===== config.mk =====
export PLATFORM = sky130hd
export DESIGN_NAME = tachometer_rpm_with_decimal_digits_top
export DESIGN_NICKNAME = d
export VERILOG_FILES = /design/src/hw/rtl/tach_pkg.sv /design/src/hw/rtl/tach_mul.sv /design/src/hw/rtl/tach_div.sv /design/src/hw/rtl/tach_bcd.sv /design/src/hw/rtl/tachometer_rpm_with_decimal_digits_top.sv
export SDC_FILE = /design/constraint.sdc
export NUM_CORES = 1
export LEC_CHECK = 0
export BUFFER_PORTS_ARGS = -buffer_cell sky130_fd_sc_hd__buf_2
export CORE_UTILIZATION = 48
export DETAILED_ROUTE_END_ITERATION = 8
export PLACE_DENSITY = 0.73
export SETUP_SLACK_MARGIN = 0.3
export SLEW_MARGIN = 5
export SYNTH_ARGS = -nofsm -noshare
export SYNTH_HDL_FRONTEND = slang
export SYNTH_SLANG_ARGS = --single-unit

===== constraint.sdc =====
create_clock -name clk -period 6.1 [get_ports clk]
set_input_delay 1.22 -clock clk [delete_from_list [all_inputs] [get_ports clk]]
set_output_delay 1.22 -clock clk [all_outputs]
set_load 0.01 [all_outputs]

===== src/hw/rtl/tach_pkg.sv =====
// ----------------------------------------------------------------------------
// tach_pkg
// Shared widths, reset values, register indexes and controller states of the
// tachometer rate counter.
// ----------------------------------------------------------------------------
package tach_pkg;

    // Default parameter values
    localparam int COUNT_WIDTH_DEF = 32;
    localparam int SAMPLE_BITS_DEF = 10;

    // Fixed field widths
    localparam int THR_W       = 10;
    localparam int SCALE_W     = 16;
    localparam int RATE_W      = 16;
    localparam int DIGIT_W     = 4;
    localparam int NUM_DIGITS  = 5;
    localparam int BCD_W       = NUM_DIGITS * DIGIT_W;
    localparam int DIG_IDX_W   = 3;
    localparam int STEP_W      = $clog2(RATE_W);
    localparam int OUT_TDATA_W = ((RATE_W + DIGIT_W + 7) / 8) * 8;

    // Configuration port
    localparam int CFG_IDX_W  = 2;
    localparam int CFG_DATA_W = 16;

    localparam logic [CFG_IDX_W-1:0] REG_PULSE_THR  = 2'd0;
    localparam logic [CFG_IDX_W-1:0] REG_STOP_THR   = 2'd1;
    localparam logic [CFG_IDX_W-1:0] REG_RATE_SCALE = 2'd2;

    // Register reset values
    localparam logic [THR_W-1:0]   PULSE_THR_RST  = 10'd600;
    localparam logic [THR_W-1:0]   STOP_THR_RST   = 10'd950;
    localparam logic [SCALE_W-1:0] RATE_SCALE_RST = 16'd60;

    // Largest decimal digit, double-dabble adjust threshold and offset
    localparam logic [DIGIT_W-1:0] DIGIT_MAX  = 4'd9;
    localparam logic [DIGIT_W-1:0] DABBLE_THR = 4'd5;
    localparam logic [DIGIT_W-1:0] DABBLE_ADD = 4'd3;

    // Controller states
    typedef enum logic [2:0] {
        ST_IDLE,
        ST_START,
        ST_MUL,
        ST_DIV,
        ST_BCD,
        ST_EMIT,
        ST_HALT
    } tach_state_t;

endpackage


===== src/hw/rtl/tach_mul.sv =====
// ----------------------------------------------------------------------------
// tach_mul
// Bit-serial shift-add multiplier: pulse count times rate scale, one
// multiplier bit per cycle.
// ----------------------------------------------------------------------------
module tach_mul
    import tach_pkg::*;
#(
    parameter int COUNT_WIDTH = COUNT_WIDTH_DEF
)
(
    input  logic                           clk,
    input  logic                           rst_n,
    input  logic                           start,
    input  logic [COUNT_WIDTH-1:0]         multiplicand,
    input  logic [SCALE_W-1:0]             multiplier,
    output logic                           done,
    output logic [COUNT_WIDTH+SCALE_W-1:0] product
);

    localparam int PROD_W = COUNT_WIDTH + SCALE_W;

    logic              busy_reg, busy_next;
    logic              done_reg, done_next;
    logic [STEP_W-1:0] step_reg, step_next;
    logic [PROD_W-1:0] mcand_reg, mcand_next;
    logic [SCALE_W-1:0] mplier_reg, mplier_next;
    logic [PROD_W-1:0] acc_reg, acc_next;

    // Next-state logic: add shifted multiplicand when the multiplier LSB is set
    always_comb
    begin
        busy_next   = busy_reg;
        done_next   = 1'b0;
        step_next   = step_reg;
        mcand_next  = mcand_reg;
        mplier_next = mplier_reg;
        acc_next    = acc_reg;
        if (start)
        begin
            busy_next   = 1'b1;
            step_next   = STEP_W'(RATE_W - 1);
            mcand_next  = PROD_W'(multiplicand);
            mplier_next = multiplier;
            acc_next    = '0;
        end
        else if (busy_reg)
        begin
            if (mplier_reg[0])
            begin
                acc_next = acc_reg + mcand_reg;
            end
            mcand_next  = {mcand_reg[PROD_W-2:0], 1'b0};
            mplier_next = {1'b0, mplier_reg[SCALE_W-1:1]};
            if (step_reg == '0)
            begin
                busy_next = 1'b0;
                done_next = 1'b1;
            end
            else
            begin
                step_next = step_reg - 1'b1;
            end
        end
    end

    // Control registers
    always_ff @(posedge clk or negedge rst_n)
    begin
        if (!rst_n)
        begin
            busy_reg <= 1'b0;
            done_reg <= 1'b0;
            step_reg <= '0;
        end
        else
        begin
            busy_reg <= busy_next;
            done_reg <= done_next;
            step_reg <= step_next;
        end
    end

    // Datapath registers
    always_ff @(posedge clk)
    begin
        mcand_reg  <= mcand_next;
        mplier_reg <= mplier_next;
        acc_reg    <= acc_next;
    end

    assign done    = done_reg;
    assign product = acc_reg;

endmodule


===== src/hw/rtl/tach_div.sv =====
// ----------------------------------------------------------------------------
// tach_div
// Restoring radix-2 divider: one quotient bit per cycle. The quotient is
// known to fit RATE_W bits, so the high dividend bits seed the remainder.
// ----------------------------------------------------------------------------
module tach_div
    import tach_pkg::*;
#(
    parameter int COUNT_WIDTH = COUNT_WIDTH_DEF
)
(
    input  logic                           clk,
    input  logic                           rst_n,
    input  logic                           start,
    input  logic [COUNT_WIDTH+SCALE_W-1:0] dividend,
    input  logic [COUNT_WIDTH-1:0]         divisor,
    output logic                           done,
    output logic [RATE_W-1:0]              quotient
);

    localparam int PROD_W = COUNT_WIDTH + SCALE_W;

    logic                   busy_reg, busy_next;
    logic                   done_reg, done_next;
    logic [STEP_W-1:0]      step_reg, step_next;
    logic [COUNT_WIDTH-1:0] rem_reg, rem_next;
    logic [RATE_W-1:0]      low_reg, low_next;
    logic [RATE_W-1:0]      quo_reg, quo_next;
    logic [COUNT_WIDTH-1:0] dsor_reg, dsor_next;
    logic [COUNT_WIDTH:0]   shifted;
    logic [COUNT_WIDTH+1:0] trial;

    // Trial subtraction of the divisor from the shifted partial remainder
    assign shifted = {rem_reg, low_reg[RATE_W-1]};
    assign trial   = {1'b0, shifted} - {2'b00, dsor_reg};

    always_comb
    begin
        busy_next = busy_reg;
        done_next = 1'b0;
        step_next = step_reg;
        rem_next  = rem_reg;
        low_next  = low_reg;
        quo_next  = quo_reg;
        dsor_next = dsor_reg;
        if (start)
        begin
            busy_next = 1'b1;
            step_next = STEP_W'(RATE_W - 1);
            rem_next  = dividend[PROD_W-1:RATE_W];
            low_next  = dividend[RATE_W-1:0];
            quo_next  = '0;
            dsor_next = divisor;
        end
        else if (busy_reg)
        begin
            low_next = {low_reg[RATE_W-2:0], 1'b0};
            if (!trial[COUNT_WIDTH+1])
            begin
                rem_next = trial[COUNT_WIDTH-1:0];
                quo_next = {quo_reg[RATE_W-2:0], 1'b1};
            end
            else
            begin
                rem_next = shifted[COUNT_WIDTH-1:0];
                quo_next = {quo_reg[RATE_W-2:0], 1'b0};
            end
            if (step_reg == '0)
            begin
                busy_next = 1'b0;
                done_next = 1'b1;
            end
            else
            begin
                step_next = step_reg - 1'b1;
            end
        end
    end

    // Control registers
    always_ff @(posedge clk or negedge rst_n)
    begin
        if (!rst_n)
        begin
            busy_reg <= 1'b0;
            done_reg <= 1'b0;
            step_reg <= '0;
        end
        else
        begin
            busy_reg <= busy_next;
            done_reg <= done_next;
            step_reg <= step_next;
        end
    end

    // Datapath registers
    always_ff @(posedge clk)
    begin
        rem_reg  <= rem_next;
        low_reg  <= low_next;
        quo_reg  <= quo_next;
        dsor_reg <= dsor_next;
    end

    assign done     = done_reg;
    assign quotient = quo_reg;

endmodule


===== src/hw/rtl/tach_bcd.sv =====
// ----------------------------------------------------------------------------
// tach_bcd
// Serial double-dabble converter: shifts the binary rate in one bit per
// cycle, adjusting each BCD digit before the shift.
// ----------------------------------------------------------------------------
module tach_bcd
    import tach_pkg::*;
(
    input  logic              clk,
    input  logic              rst_n,
    input  logic              start,
    input  logic [RATE_W-1:0] bin,
    output logic              done,
    output logic [BCD_W-1:0]  bcd
);

    logic              busy_reg, busy_next;
    logic              done_reg, done_next;
    logic [STEP_W-1:0] step_reg, step_next;
    logic [RATE_W-1:0] bin_reg, bin_next;
    logic [BCD_W-1:0]  bcd_reg, bcd_next;
    logic [BCD_W-1:0]  adj;

    // Add three to every digit of five or more
    always_comb
    begin
        for (int k = 0; k < NUM_DIGITS; k++)
        begin
            if (bcd_reg[k*DIGIT_W +: DIGIT_W] >= DABBLE_THR)
            begin
                adj[k*DIGIT_W +: DIGIT_W] = bcd_reg[k*DIGIT_W +: DIGIT_W] + DABBLE_ADD;
            end
            else
            begin
                adj[k*DIGIT_W +: DIGIT_W] = bcd_reg[k*DIGIT_W +: DIGIT_W];
            end
        end
    end

    always_comb
    begin
        busy_next = busy_reg;
        done_next = 1'b0;
        step_next = step_reg;
        bin_next  = bin_reg;
        bcd_next  = bcd_reg;
        if (start)
        begin
            busy_next = 1'b1;
            step_next = STEP_W'(RATE_W - 1);
            bin_next  = bin;
            bcd_next  = '0;
        end
        else if (busy_reg)
        begin
            bcd_next = {adj[BCD_W-2:0], bin_reg[RATE_W-1]};
            bin_next = {bin_reg[RATE_W-2:0], 1'b0};
            if (step_reg == '0)
            begin
                busy_next = 1'b0;
                done_next = 1'b1;
            end
            else
            begin
                step_next = step_reg - 1'b1;
            end
        end
    end

    // Control registers
    always_ff @(posedge clk or negedge rst_n)
    begin
        if (!rst_n)
        begin
            busy_reg <= 1'b0;
            done_reg <= 1'b0;
            step_reg <= '0;
        end
        else
        begin
            busy_reg <= busy_next;
            done_reg <= done_next;
            step_reg <= step_next;
        end
    end

    // Datapath registers
    always_ff @(posedge clk)
    begin
        bin_reg <= bin_next;
        bcd_reg <= bcd_next;
    end

    assign done = done_reg;
    assign bcd  = bcd_reg;

endmodule


===== src/hw/rtl/tachometer_rpm_with_decimal_digits_top.sv =====
// A running tick passes the serial multiplier, serial divider and BCD shifter,
// then gives one beat per decimal digit (1 to 5 digits) as the sink takes them.
// A tick that halts, or arrives while halted, gives its one result via ST_HALT.
// The next tick is accepted once the last digit is in the output register.
// Reset (rst_n, asynchronous) clears counts and halt, restores register defaults.
// ----------------------------------------------------------------------------
// tachometer_rpm_with_decimal_digits_top
// Counts ticks and pulse ticks until a stop sample crosses its threshold; each
// counted tick reports rate = pulses * scale / ticks as decimal digits, MSD first.
// ----------------------------------------------------------------------------
module tachometer_rpm_with_decimal_digits_top
    import tach_pkg::*;
#(
    parameter int COUNT_WIDTH = COUNT_WIDTH_DEF,
    parameter int SAMPLE_BITS = SAMPLE_BITS_DEF
)
(
    input  logic                                   clk,
    input  logic                                   rst_n,
    // tdata: sense_sample, stop_sample (zero padded to bytes)
    input  logic [((2*SAMPLE_BITS+7)/8)*8-1:0]     s_axis_tdata,
    input  logic                                   s_axis_tvalid,
    output logic                                   s_axis_tready,
    // tdata: rate_value, decimal_digit (zero padded to bytes)
    output logic [OUT_TDATA_W-1:0]                 m_axis_tdata,
    // tuser: halted_flag
    output logic                                   m_axis_tuser,
    output logic                                   m_axis_tlast,
    output logic                                   m_axis_tvalid,
    input  logic                                   m_axis_tready,
    input  logic                                   cfg_valid,
    output logic                                   cfg_ready,
    input  logic [CFG_IDX_W-1:0]                   cfg_index,
    input  logic [CFG_DATA_W-1:0]                  cfg_data
);

    localparam int CMP_W     = (SAMPLE_BITS > THR_W) ? SAMPLE_BITS : THR_W;
    localparam int PROD_W    = COUNT_WIDTH + SCALE_W;
    localparam int OUT_PAD_W = OUT_TDATA_W - RATE_W - DIGIT_W;

    tach_state_t state_reg, state_next;

    logic [THR_W-1:0]       pulse_thr_reg;
    logic [THR_W-1:0]       stop_thr_reg;
    logic [SCALE_W-1:0]     scale_reg;
    logic [COUNT_WIDTH-1:0] pulse_cnt_reg;
    logic [COUNT_WIDTH-1:0] tick_cnt_reg;
    logic                   halted_reg;
    logic [DIG_IDX_W-1:0]   dig_idx_reg, dig_idx_next;

    logic                   out_valid_reg, out_valid_next;
    logic [RATE_W-1:0]      out_rate_reg, out_rate_next;
    logic [DIGIT_W-1:0]     out_digit_reg, out_digit_next;
    logic                   out_last_reg, out_last_next;
    logic                   out_halt_reg, out_halt_next;

    logic                   in_xact;
    logic                   out_free;
    logic [SAMPLE_BITS-1:0] sense;
    logic [SAMPLE_BITS-1:0] stop;
    logic                   stop_hit;
    logic                   pulse_hit;

    logic                   mul_start, mul_done;
    logic                   div_start, div_done;
    logic                   bcd_start, bcd_done;
    logic [PROD_W-1:0]      product;
    logic [RATE_W-1:0]      rate;
    logic [BCD_W-1:0]       bcd;
    logic [DIG_IDX_W-1:0]   msd_idx;

    // Input decode and threshold compares
    assign sense     = s_axis_tdata[SAMPLE_BITS-1:0];
    assign stop      = s_axis_tdata[2*SAMPLE_BITS-1:SAMPLE_BITS];
    assign stop_hit  = CMP_W'(stop) > CMP_W'(stop_thr_reg);
    assign pulse_hit = CMP_W'(sense) > CMP_W'(pulse_thr_reg);

    assign s_axis_tready = (state_reg == ST_IDLE);
    assign in_xact       = s_axis_tvalid && s_axis_tready;
    assign out_free      = !out_valid_reg || m_axis_tready;

    // Configuration registers, always ready
    assign cfg_ready = 1'b1;

    always_ff @(posedge clk or negedge rst_n)
    begin
        if (!rst_n)
        begin
            pulse_thr_reg <= PULSE_THR_RST;
            stop_thr_reg  <= STOP_THR_RST;
            scale_reg     <= RATE_SCALE_RST;
        end
        else if (cfg_valid && cfg_ready)
        begin
            case (cfg_index)
                REG_PULSE_THR:  pulse_thr_reg <= cfg_data[THR_W-1:0];
                REG_STOP_THR:   stop_thr_reg  <= cfg_data[THR_W-1:0];
                REG_RATE_SCALE: scale_reg     <= cfg_data[SCALE_W-1:0];
                default:        ;
            endcase
        end
    end

    // Saturating tick and pulse counters, sticky halt
    always_ff @(posedge clk or negedge rst_n)
    begin
        if (!rst_n)
        begin
            pulse_cnt_reg <= '0;
            tick_cnt_reg  <= '0;
            halted_reg    <= 1'b0;
        end
        else if (in_xact)
        begin
            if (halted_reg || stop_hit)
            begin
                halted_reg <= 1'b1;
            end
            else
            begin
                if (tick_cnt_reg != '1)
                begin
                    tick_cnt_reg <= tick_cnt_reg + 1'b1;
                end
                if (pulse_hit && (pulse_cnt_reg != '1))
                begin
                    pulse_cnt_reg <= pulse_cnt_reg + 1'b1;
                end
            end
        end
    end

    // Serial arithmetic chain
    tach_mul #(
        .COUNT_WIDTH (COUNT_WIDTH)
    ) u_mul (
        .clk          (clk),
        .rst_n        (rst_n),
        .start        (mul_start),
        .multiplicand (pulse_cnt_reg),
        .multiplier   (scale_reg),
        .done         (mul_done),
        .product      (product)
    );

    tach_div #(
        .COUNT_WIDTH (COUNT_WIDTH)
    ) u_div (
        .clk      (clk),
        .rst_n    (rst_n),
        .start    (div_start),
        .dividend (product),
        .divisor  (tick_cnt_reg),
        .done     (div_done),
        .quotient (rate)
    );

    tach_bcd u_bcd (
        .clk   (clk),
        .rst_n (rst_n),
        .start (bcd_start),
        .bin   (rate),
        .done  (bcd_done),
        .bcd   (bcd)
    );

    // Index of the most significant nonzero digit; zero rate gives one digit
    always_comb
    begin
        msd_idx = '0;
        for (int k = 1; k < NUM_DIGITS; k++)
        begin
            if (bcd[k*DIGIT_W +: DIGIT_W] != '0)
            begin
                msd_idx = DIG_IDX_W'(k);
            end
        end
    end

    // Controller: next state and output register loads
    always_comb
    begin
        state_next     = state_reg;
        dig_idx_next   = dig_idx_reg;
        mul_start      = 1'b0;
        div_start      = 1'b0;
        bcd_start      = 1'b0;
        out_valid_next = out_valid_reg && !m_axis_tready;
        out_rate_next  = out_rate_reg;
        out_digit_next = out_digit_reg;
        out_last_next  = out_last_reg;
        out_halt_next  = out_halt_reg;
        case (state_reg)
            ST_IDLE:
            begin
                if (in_xact)
                begin
                    if (halted_reg || stop_hit)
                    begin
                        state_next = ST_HALT;
                    end
                    else
                    begin
                        state_next = ST_START;
                    end
                end
            end
            ST_START:
            begin
                mul_start  = 1'b1;
                state_next = ST_MUL;
            end
            ST_MUL:
            begin
                if (mul_done)
                begin
                    div_start  = 1'b1;
                    state_next = ST_DIV;
                end
            end
            ST_DIV:
            begin
                if (div_done)
                begin
                    bcd_start  = 1'b1;
                    state_next = ST_BCD;
                end
            end
            ST_BCD:
            begin
                if (bcd_done)
                begin
                    dig_idx_next = msd_idx;
                    state_next   = ST_EMIT;
                end
            end
            ST_EMIT:
            begin
                if (out_free)
                begin
                    out_valid_next = 1'b1;
                    out_rate_next  = rate;
                    out_digit_next = bcd[dig_idx_reg*DIGIT_W +: DIGIT_W];
                    out_last_next  = (dig_idx_reg == '0);
                    out_halt_next  = 1'b0;
                    if (dig_idx_reg == '0)
                    begin
                        state_next = ST_IDLE;
                    end
                    else
                    begin
                        dig_idx_next = dig_idx_reg - 1'b1;
                    end
                end
            end
            ST_HALT:
            begin
                if (out_free)
                begin
                    out_valid_next = 1'b1;
                    out_rate_next  = '0;
                    out_digit_next = '0;
                    out_last_next  = 1'b1;
                    out_halt_next  = 1'b1;
                    state_next     = ST_IDLE;
                end
            end
            default:
            begin
                state_next = ST_IDLE;
            end
        endcase
    end

    // Controller and output valid registers
    always_ff @(posedge clk or negedge rst_n)
    begin
        if (!rst_n)
        begin
            state_reg     <= ST_IDLE;
            dig_idx_reg   <= '0;
            out_valid_reg <= 1'b0;
        end
        else
        begin
            state_reg     <= state_next;
            dig_idx_reg   <= dig_idx_next;
            out_valid_reg <= out_valid_next;
        end
    end

    // Output payload registers
    always_ff @(posedge clk)
    begin
        out_rate_reg  <= out_rate_next;
        out_digit_reg <= out_digit_next;
        out_last_reg  <= out_last_next;
        out_halt_reg  <= out_halt_next;
    end

    assign m_axis_tvalid = out_valid_reg;
    assign m_axis_tdata  = {{OUT_PAD_W{1'b0}}, out_digit_reg, out_rate_reg};
    assign m_axis_tlast  = out_last_reg;
    assign m_axis_tuser  = out_halt_reg;

    // Checks
    a_halt_sticky: assert property (@(posedge clk) disable iff (!rst_n)
        halted_reg |=> halted_reg)
        else $error("halt flag cleared while out of reset");

    a_pulse_le_tick: assert property (@(posedge clk) disable iff (!rst_n)
        pulse_cnt_reg <= tick_cnt_reg)
        else $error("pulse count exceeds tick count");

    a_digit_range: assert property (@(posedge clk) disable iff (!rst_n)
        out_valid_reg |-> (out_digit_reg <= DIGIT_MAX))
        else $error("decimal digit out of range");

    a_halt_result: assert property (@(posedge clk) disable iff (!rst_n)
        (out_valid_reg && out_halt_reg) |->
            (out_last_reg && (out_rate_reg == '0) && (out_digit_reg == '0)))
        else $error("halted result carries nonzero payload");

    a_rate_le_scale: assert property (@(posedge clk) disable iff (!rst_n)
        (state_reg == ST_EMIT) |-> (rate <= scale_reg))
        else $error("rate exceeds scale");

endmodule

==> summary.md, run 1 <==
| Metric | Value |
|---|---|
| Outcome | `finished, final reports clean` |
| R2R setup slack | `2.26 ns` |
| Worst min path class | `reg2reg` |
| HPWL after DPL | `30400 µm` |
| Gate Count Post-Synth | `2196` |
| Initial Util | `0.485` |
| Post-synth EDFFs | `166` |
| Largest net degree at the start of global routing | `73` |
| Slowest cell delay on critical path | `0.75 ns` |
| Synth Area in Simple Gates | `0.179` |
| Post-DRT Antenna Nets | `0` |
| WL per Instance | `15.5 µm` |
| CP Capture Type | `flip-flop` |
| Maximum clock frequency | `240 MHz` |
| Number of iterations in the first detailed-routing pass | `7` |
| Startpoint types | `primary input` |
| Max-slew headroom | `0.205` |
| Worst-case clock buffer depth | `3` |
| Residual DRC count | `0` |
| RSZ-0062 raised after global routing | `false` |
| Synth top area share | `0.239` |
| Die Ht | `210 µm` |
| Vias post-DR | `15493` |
| Clock share of power | `0.238` |
| Int Pwr | `6.60 mW` |
| WL final | `44000 µm` |
| Area delta synth->final | `10.5%` |
| Layout cell share with drive strength beyond 1 | `0.0959` |
| Post-CTS sizing | `0` |
| Syn. warnings | `0` |
| CP Data Required Time | `6.55 ns` |
| Cells after DPL | `2770` |
| Setup TNS | `0 ns` |
| Nets | `2394` |
| IO Pins | `76` |
| Post-synth top flop | `edfxtp_1` |
| Total power | `10.6 mW` |
| Die ar. | `44300 µm²` |
| Final setup violation count | `0` |
| Final hold violation count | `0` |
| Switching pwr | `3.95 mW` |
| Post-Syn Area | `20900 µm²` |
| WP data arrival | `4.62 ns` |
| Synth Area in XOR/XNOR | `0.0600` |
| PwrDens | `458 nW/µm²` |
| Yosys reg bits | `392` |
| Clk_lat worst skew | `0.57 ns` |
| Flop pwr share | `0.387` |
| Ant diodes | `0` |
| Inserted Clock Buffers | `42` |
| Root Buffer | `clkbuf_16` |
| HP Start | `u_mul.product[16]` |
| RR Startpoint | `stop_thr_reg[2]` |
| Worst Max-Slew Pin Slew | `1.19 ns` |
| Gr usage total | `0.205` |
| Row cnt | `76` |
| Drt initial violations | `910` |
| Fraction of registers with async set/reset | `0.321` |
| Max VDD drop | `0.000263 V` |
| Worst Setup Path Type | `in2reg` |
| Number of buffers added on ports | `66` |
| CP max FO | `9` |
| GPL Wtd Cong | `0.917` |
| Min Tclk post-route | `4.16 ns` |
| CTS Hold Bufs | `0` |
| Die X | `210 µm` |
| Post-synth cell types | `78` |
| Global route total overflow | `0` |
| Non-filler instance count after layout | `2848` |
| H-tree Lvls | `2` |
| Sequential-to-total area share from yosys stat | `0.487` |
| Most frequent cells in the layout | `471 x nand2_1, 166 x a21oi_1, 166 x edfxtp_1, 151 x nor2_1, 116 x ha_1` |
| Clock Skew | `0.0135 ns` |
| Critical Path Start | `s_axis_tdata[13]` |
| Vias in the first global route | `15339` |
| Sw Ratio | `0.374` |
| Mean Syn Cell Area | `9.50 µm²` |
| Synth top area cells | `edfxtp_1 24%, dfrtp_1 13%, dfxtp_1 9.6%` |
| Clock sinks | `392` |
| Clock transition at path regs | `0.06 ns` |
| Initial antenna violation count | `0` |
| Slowest CP cell | `nor4_2` |
| Post-synthesis compound-gate area fraction | `0.125` |
| Yosys top cell by area | `edfxtp_1` |
| Core Region | `43000 µm²` |
| CP cell instances | `buf_2 > ha_1 > a21o_1 > a21o_1 > a21oi_1 > o211a_1 > o21bai_1 > nor4_2 > o41ai_4 > nor4_2 > nand4_1 > xnor2_1` |
| First-pass GRT wire length | `75000 µm` |
| Fin. max-slew vios | `0` |
| Final Cycle Share | `0.683` |
| Most common cell after layout, fill and taps aside | `nand2_1` |
| Largest family of logic cells by synthesized area | `simple AND/OR/NAND/NOR gates` |
| MaxCap Viol Count | `0` |
| Vias per cell | `5.44` |
| Leakage | `10.1 nW` |
| Post-synthesis mux area share | `0.0411` |
| Setup bufs post-CTS | `0` |
| Combinational group share of total power | `0.375` |
| Synth Area in Adders | `0.0715` |
| CTS tree | `built` |
## per-layer routing
layer | vias to the layer above | global-route usage | part of all wire | routed length (µm)
met5 | - | 0 | 0 | 0
met4 | 0 | 0.0727 | 0.025 | 1120
met3 | 94 | 0.0243 | 0.037 | 1620
met2 | 314 | 0.339 | 0.47 | 20600
met1 | 7382 | 0.278 | 0.47 | 20700
li1 | 7703 | - | - | -
## power groups by stage
| stage | Sequential [mW] | Combinational (mW) | Clock (mW) |
|---|---|---|---|
| after floorplan | 3.93 | 3.16 | 0 |
| after detailed placement | 4.12 | 3.91 | 0 |
| final | 4.08 | 3.96 | 2.51 |
| after global placement | 4.09 | 3.77 | 0 |
| after CTS | 4.08 | 3.94 | 2.56 |
| after global routing | 4.17 | 4.48 | 2.67 |
## worst paths after layout
check,to,cells after the start
max,pulse_cnt_reg[19],12
min,u_mul.product[16],2
max reg2reg,pulse_cnt_reg[19],12
min reg2reg,u_mul.product[16],2
max in group asynchronous,pulse_cnt_reg[29],2
min in group asynchronous,u_bcd.busy_reg,1
## metrics by stage
step           hold WS (ns)  setup slack (ns)  utilization  cell area [µm²]
2_1_floorplan         0.425              2.34            -            20900
3_3_place_gp          0.436              1.36        0.504            21700
3_5_place_dp          0.455              1.31        0.504            21700
4_1_cts               0.474              1.90        0.536            23000
5_1_grt               0.493              1.66        0.536            23000
6_report              0.475              1.94        0.536            23000
## worst max-delay path, delay by kind of cell
family	cells	cell delay, ns
AND/OR/NAND/NOR	3	1.68
adder cells (fa/ha/maj)	1	0.31
AO/OA/AOI/OAI	6	1.12
buffers and inverters	1	0.10
XOR/XNOR	1	0.17
## cells by family after synthesis
family,Yosys count
AOI/OAI and AO/OA,429
xor gates and xnor gates,143
adders and majority gates,118
buffers and inverters,191
DFF,392
muxes,77
other,2
and+or+nand+nor,844
## cell usage after synthesis, drive strengths merged, types with 47 or more instances
| library cell | number |
|---|---|
| a21o | 47 |
| a21oi | 166 |
| clkbuf | 74 |
| dfrtp | 111 |
| dfxtp | 100 |
| edfxtp | 166 |
| ha | 116 |
| inv | 98 |
| nand2 | 471 |
| nand3 | 49 |
| nor2 | 151 |
| o21ai | 114 |
| xnor2 | 98 |
## layout make-up
cell class / instances / area [µm²]
clock buffers: 57 / 1180
clock inverters: 21 / 183
fillers: 3827 / 19900
inverters: 98 / 368
multi-input cells: 1616 / 9990
flip-flops and latches: 392 / 10200
well taps: 585 / 732
repair buffers: 79 / 430
(Power assumes the default switching activity.)
==> run 2, diff against run 1 <==
--- a/config.mk
+++ b/config.mk
@@ -8,7 +8,7 @@
 export BUFFER_PORTS_ARGS = -buffer_cell sky130_fd_sc_hd__buf_2
 export CORE_UTILIZATION = 48
 export DETAILED_ROUTE_END_ITERATION = 8
-export PLACE_DENSITY = 0.73
+export PLACE_DENSITY = 0.76
 export SETUP_SLACK_MARGIN = 0.3
 export SLEW_MARGIN = 5
 export SYNTH_ARGS = -nofsm -noshare
==> constraint.sdc (replaced) <==
create_clock -name clk -period 3.5 [get_ports clk]
set_input_delay 0.7 -clock clk [delete_from_list [all_inputs] [get_ports clk]]
set_output_delay 0.7 -clock clk [all_outputs]
set_load 0.01 [all_outputs]
==> summary.md, run 2 (synthesis results as in run 1) <==
| Metric | Value |
|---|---|
| Leakage | `10.5 nW` |
| Final hold violation count | `0` |
| Clock Skew | `0.00997 ns` |
| Most frequent cells in the layout | `467 x nand2_1, 166 x edfxtp_1, 154 x a21oi_1, 150 x nor2_1, 112 x ha_1` |
| R2R setup slack | `0.26 ns` |
| CP Data Required Time | `3.80 ns` |
| Maximum clock frequency | `309 MHz` |
| Post-DRT Antenna Nets | `0` |
| RSZ-0062 raised after global routing | `true` |
| Drt initial violations | `1082` |
| Final Cycle Share | `0.925` |
| Worst min path class | `in2async` |
| Clock sinks | `392` |
| CP Capture Type | `flip-flop` |
| Most common cell after layout, fill and taps aside | `nand2_1` |
| WP data arrival | `3.54 ns` |
| CTS tree | `built` |
| Clock transition at path regs | `0.06 ns` |
| Final setup violation count | `0` |
| Post-DP Area | `22000 µm²` |
| Ant diodes | `0` |
| Nets | `2453` |
| Row cnt | `76` |
| Total power | `19.0 mW` |
| Initial antenna violation count | `0` |
| PwrDens | `793 nW/µm²` |
| Vias post-DR | `16100` |
| Root Buffer | `clkbuf_16` |
| Area delta synth->final | `15.1%` |
| Fin. max-slew vios | `0` |
| R2r worst-path depth | `14` |
| Min Tclk post-route | `3.24 ns` |
| WL per Instance | `16.2 µm` |
| Largest net degree at the start of global routing | `106` |
| Core Region | `43000 µm²` |
| Vias in the first global route | `15757` |
| IO Pins | `76` |
| Final hold slack | `0.155 ns` |
| Worst Setup Path Type | `reg2reg` |
| First-pass GRT wire length | `77000 µm` |
| WL final | `47000 µm` |
| Die Ht | `210 µm` |
| Die ar. | `44300 µm²` |
| Number of buffers added on ports | `66` |
| Outcome | `finished, final reports clean` |
| Clk_lat worst skew | `0.56 ns` |
| Worst-case clock buffer depth | `3` |
| CTS Hold Bufs | `0` |
| Max VDD drop | `0.000699 V` |
| Inserted Clock Buffers | `42` |
| Die X | `210 µm` |
| Fill cells | `3713` |
| Max-slew headroom | `0.303` |
| Global route total overflow | `0` |
| Startpoint types | `flip-flop` |
| HPWL after DPL | `32100 µm` |
| H-tree Lvls | `2` |
| CP max FO | `9` |
| Residual DRC count | `0` |
| Initial Util | `0.485` |
| Vias per cell | `5.54` |
| MaxCap Viol Count | `0` |
| Finished Cell Area | `24000 µm²` |
| Gr usage total | `0.211` |
| Layout cell share with drive strength beyond 1 | `0.146` |
| Worst Max-Slew Pin Slew | `1.05 ns` |
| GPL Wtd Cong | `0.866` |
| Number of iterations in the first detailed-routing pass | `6` |
-- run 2: path summary, 6_finish.rpt --
kind | from | endpoint
worst max register to register | u_div.rem_reg[0] | u_div.rem_reg[27]
worst min register to register | tick_cnt_reg[19] | u_div.dsor_reg[19]
worst min-delay path | rst_n | u_bcd.step_reg[2]
worst max-delay path | u_div.rem_reg[0] | u_div.rem_reg[27]
min in group clk | cfg_data[13] | scale_reg[13]
max in group asynchronous | rst_n | stop_thr_reg[5]
-- run 2: metal layers --
layer / wire, µm / vias to the layer above / GRT usage / share of wire
li1: - / 7817 / - / -
met4: 1120 / 0 / 0.0737 / 0.024
met1: 21300 / 7793 / 0.287 / 0.45
met2: 22300 / 406 / 0.348 / 0.48
met3: 2290 / 84 / 0.0252 / 0.049
met5: 0 / - / 0 / 0
-- run 2: stage by stage --
stage,utilization,setup TNS [ns],setup slack (ns),std cells
6_report,0.559,0,0.262,2906
5_1_grt,0.559,0,0.172,2906
4_1_cts,0.546,0,0.200,2889
3_5_place_dp,0.512,-0.0273,-0.0273,2804
3_3_place_gp,0.512,0,0.0549,2804
2_1_floorplan,-,0,0.383,2199
-- run 2: layout make-up --
type / instances / area, µm² / share of cell area
clock inverter: 13 / 145 / 0.00604
tap: 585 / 732 / 0.0305
timing repair buffer: 138 / 1030 / 0.0428
clock buffer: 64 / 1180 / 0.0493
sequential: 392 / 10200 / 0.423
multi-input combinational: 1616 / 10400 / 0.433
inverter: 98 / 372 / 0.0155
-- run 2: critical path, cell delays in order, from the launching register on --
cell and delay, ns:
edfxtp_1 0.44, ha_1 0.32, nor2b_4 0.15, o31a_1 0.24
o21ai_2 0.13, o311ai_4 0.35, a41o_1 0.30, a21oi_2 0.07
buf_4 0.15, o221ai_4 0.16, buf_12 0.19, clkinvlp_4 0.12
buf_6 0.14, a21oi_1 0.13, a21oi_1 0.09
-- run 2: what timing repair did --
| action | 4_1_cts | 5_1_grt |
|---|---|---|
| gates cloned | 1 | 4 |
| pin swaps | 9 | 35 |
| setup buffers | 7 | 13 |
| setup endpoints to repair | 45 | 63 |
| gates resized for setup | 16 | 99 |
-- run 2: power by group --
part / total (mW) / switching (mW) / internal [mW]
logic: 7.64 / 4.45 / 3.19
clock network: 4.34 / 1.78 / 2.56
registers: 7.07 / 0.920 / 6.15
==> run 3, diff against run 2 <==
--- a/config.mk
+++ b/config.mk
@@ -6,11 +6,10 @@
 export NUM_CORES = 1
 export LEC_CHECK = 0
 export BUFFER_PORTS_ARGS = -buffer_cell sky130_fd_sc_hd__buf_2
-export CORE_UTILIZATION = 48
+export CORE_UTILIZATION = 50
 export DETAILED_ROUTE_END_ITERATION = 8
-export PLACE_DENSITY = 0.76
+export PLACE_DENSITY = 0.78
 export SETUP_SLACK_MARGIN = 0.3
-export SLEW_MARGIN = 5
 export SYNTH_ARGS = -nofsm -noshare
 export SYNTH_HDL_FRONTEND = slang
 export SYNTH_SLANG_ARGS = --single-unit
==> summary.md, run 3 (synthesis results as in run 1) <==
| Metric | Value |
|---|---|
| Number of buffers added on ports | `66` |
| WL per Instance | `16.5 µm` |
| Gr usage total | `0.223` |
| Slowest CP cell | `edfxtp_1` |
| Fin. max-slew vios | `0` |
| Vias post-DR | `16054` |
| Worst-case clock buffer depth | `3` |
| RR Startpoint | `u_div.rem_reg[2]` |
| Residual DRC count | `0` |
| Initial Util | `0.509` |
| WL final | `47000 µm` |
| Slowest cell delay on critical path | `0.44 ns` |
| Final hold violation count | `0` |
| Die ar. | `42500 µm²` |
| Clock sinks | `392` |
| HPWL after DPL | `31300 µm` |
| MaxCap Viol Count | `0` |
| Row cnt | `74` |
| Final setup violation count | `0` |
| Drt initial violations | `1093` |
| Most common cell after layout, fill and taps aside | `nand2_1` |
| Outcome | `finished, final reports clean` |
| Leakage | `10.5 nW` |
| Clock transition at path regs | `0.06 ns` |
| CTS tree | `built` |
| CP cell instances | `ha_4 > o21a_1 > o31a_1 > o21ai_2 > o311ai_4 > a41o_1 > a21oi_4 > o221ai_4 > buf_4 > buf_12 > nand3_1 > mux2i_1 > nor3_1` |
| R2r worst-path depth | `13` |
| Setup TNS | `0 ns` |
| Inserted Clock Buffers | `43` |
| Die X | `206 µm` |
| Worst Setup Path Type | `reg2reg` |
| CP max FO | `7` |
| Clk_lat worst skew | `0.58 ns` |
| CP Capture Type | `flip-flop` |
| Vias in the first global route | `15791` |
| Final hold slack | `0.310 ns` |
| Root Buffer | `clkbuf_16` |
| Core Region | `41000 µm²` |
| Max VDD drop | `0.000523 V` |
| CTS Hold Bufs | `0` |
| Die Ht | `206 µm` |
| Post-DRT Antenna Nets | `0` |
| CP Data Required Time | `3.82 ns` |
| Max-slew headroom | `0.249` |
| Maximum clock frequency | `303 MHz` |
| Area delta synth->final | `14.1%` |
| Largest net degree at the start of global routing | `106` |
| Most frequent cells in the layout | `470 x nand2_1, 166 x edfxtp_1, 160 x a21oi_1, 150 x nor2_1, 111 x dfrtp_1` |
| Worst reg2reg endpoint | `u_div.rem_reg[24]` |
| GPL Wtd Cong | `0.909` |
| WP data arrival | `3.62 ns` |
| Startpoint types | `flip-flop` |
| Min Tclk post-route | `3.30 ns` |
| Ant diodes | `0` |
| Layout cell share with drive strength beyond 1 | `0.134` |
| Number of iterations in the first detailed-routing pass | `6` |
| Worst Max-Slew Pin Slew | `1.13 ns` |
| Vias per cell | `5.64` |
| Clock Skew | `0.0250 ns` |
| RSZ-0062 raised after global routing | `true` |
| Initial antenna violation count | `1` |
| PwrDens | `803 nW/µm²` |
| Worst min path class | `in2async` |
| IO Pins | `76` |
| H-tree Lvls | `2` |
| First-pass GRT wire length | `76700 µm` |
| Final Cycle Share | `0.941` |
| Nets | `2444` |
| R2R setup slack | `0.20 ns` |
| Global route total overflow | `0` |
-- run 3: changes by cell type in the layout (fill, tap and decap cells not counted), moves of 6 or more --
cell      previous run  this run
o21ai_1              6        16
o21ai_2             19         3
o21ai_0             87        95
a21oi_2             12         4
a21oi_1            154       160
clkbuf_8             3         9
-- run 3: per-stage QoR --
stage,instances,utilization,setup slack [ns],power (mW),instance area [µm²]
floorplan,2199,-,0.383,12.4,20900
global placement,2743,0.533,0.0602,13.9,21900
detailed placement,2743,0.533,0.00786,14.1,21900
CTS,2830,0.571,0.294,18.9,23400
global route,2846,0.580,0.130,20.5,23800
finish,2846,0.580,0.205,19.1,23800
-- run 3: power breakdown --
part,total (mW),internal [mW],switching [mW]
Clock,4.53,2.65,1.88
Combinational,7.53,3.12,4.41
Sequential,7.07,6.15,0.913
Total,19.1,11.9,7.20
-- run 3: area by class of cell --
| class | count | area, µm² |
|---|---|---|
| Inverter | 98 | 372 |
| Tap cell | 532 | 666 |
| Timing Repair Buffer | 128 | 898 |
| Fill cell | 3397 | 17200 |
| Sequential cell | 392 | 10200 |
| Multi-Input combinational cell | 1616 | 10300 |
| Clock inverter | 13 | 135 |
| Clock buffer | 67 | 1300 |
-- run 3: worst max-delay path by stage --
stage	from	endpoint	slack [ns]	cells after the start
floorplan	u_mul.mcand_reg[0]	u_mul.product[42]	0.38	12
global placement	s_axis_tdata[13]	pulse_cnt_reg[20]	0.06	13
detailed placement	s_axis_tdata[13]	pulse_cnt_reg[20]	0.008	13
CTS	u_div.dsor_reg[1]	u_div.rem_reg[25]	0.29	12
global route	u_div.rem_reg[2]	u_div.rem_reg[24]	0.13	13
finish	u_div.rem_reg[2]	u_div.rem_reg[24]	0.20	13
-- run 3: what timing repair did --
action,in CTS,in global routing
pin swaps,11,15
cloned,1,2
gates resized for setup,16,57
setup buffers,6,14
endpoints found under the setup margin,46,69
-- run 3: metal layers --
metal | routed length (µm) | GRT usage
met4 | 1150 | 0.0709
met1 | 21400 | 0.297
met5 | 0 | 0
met2 | 22100 | 0.365
met3 | 2340 | 0.0415
-- run 3: worst max-delay path: cells and delay by family (launching register included) --
kind / cells / cell delay [ns]
buffers and inverters: 2 / 0.31
flip-flops: 1 / 0.44
multiplexers: 1 / 0.19
adder cells (fa/ha/maj): 1 / 0.32
AO/OA/AOI/OAI: 7 / 1.59
AND/OR/NAND/NOR: 2 / 0.17
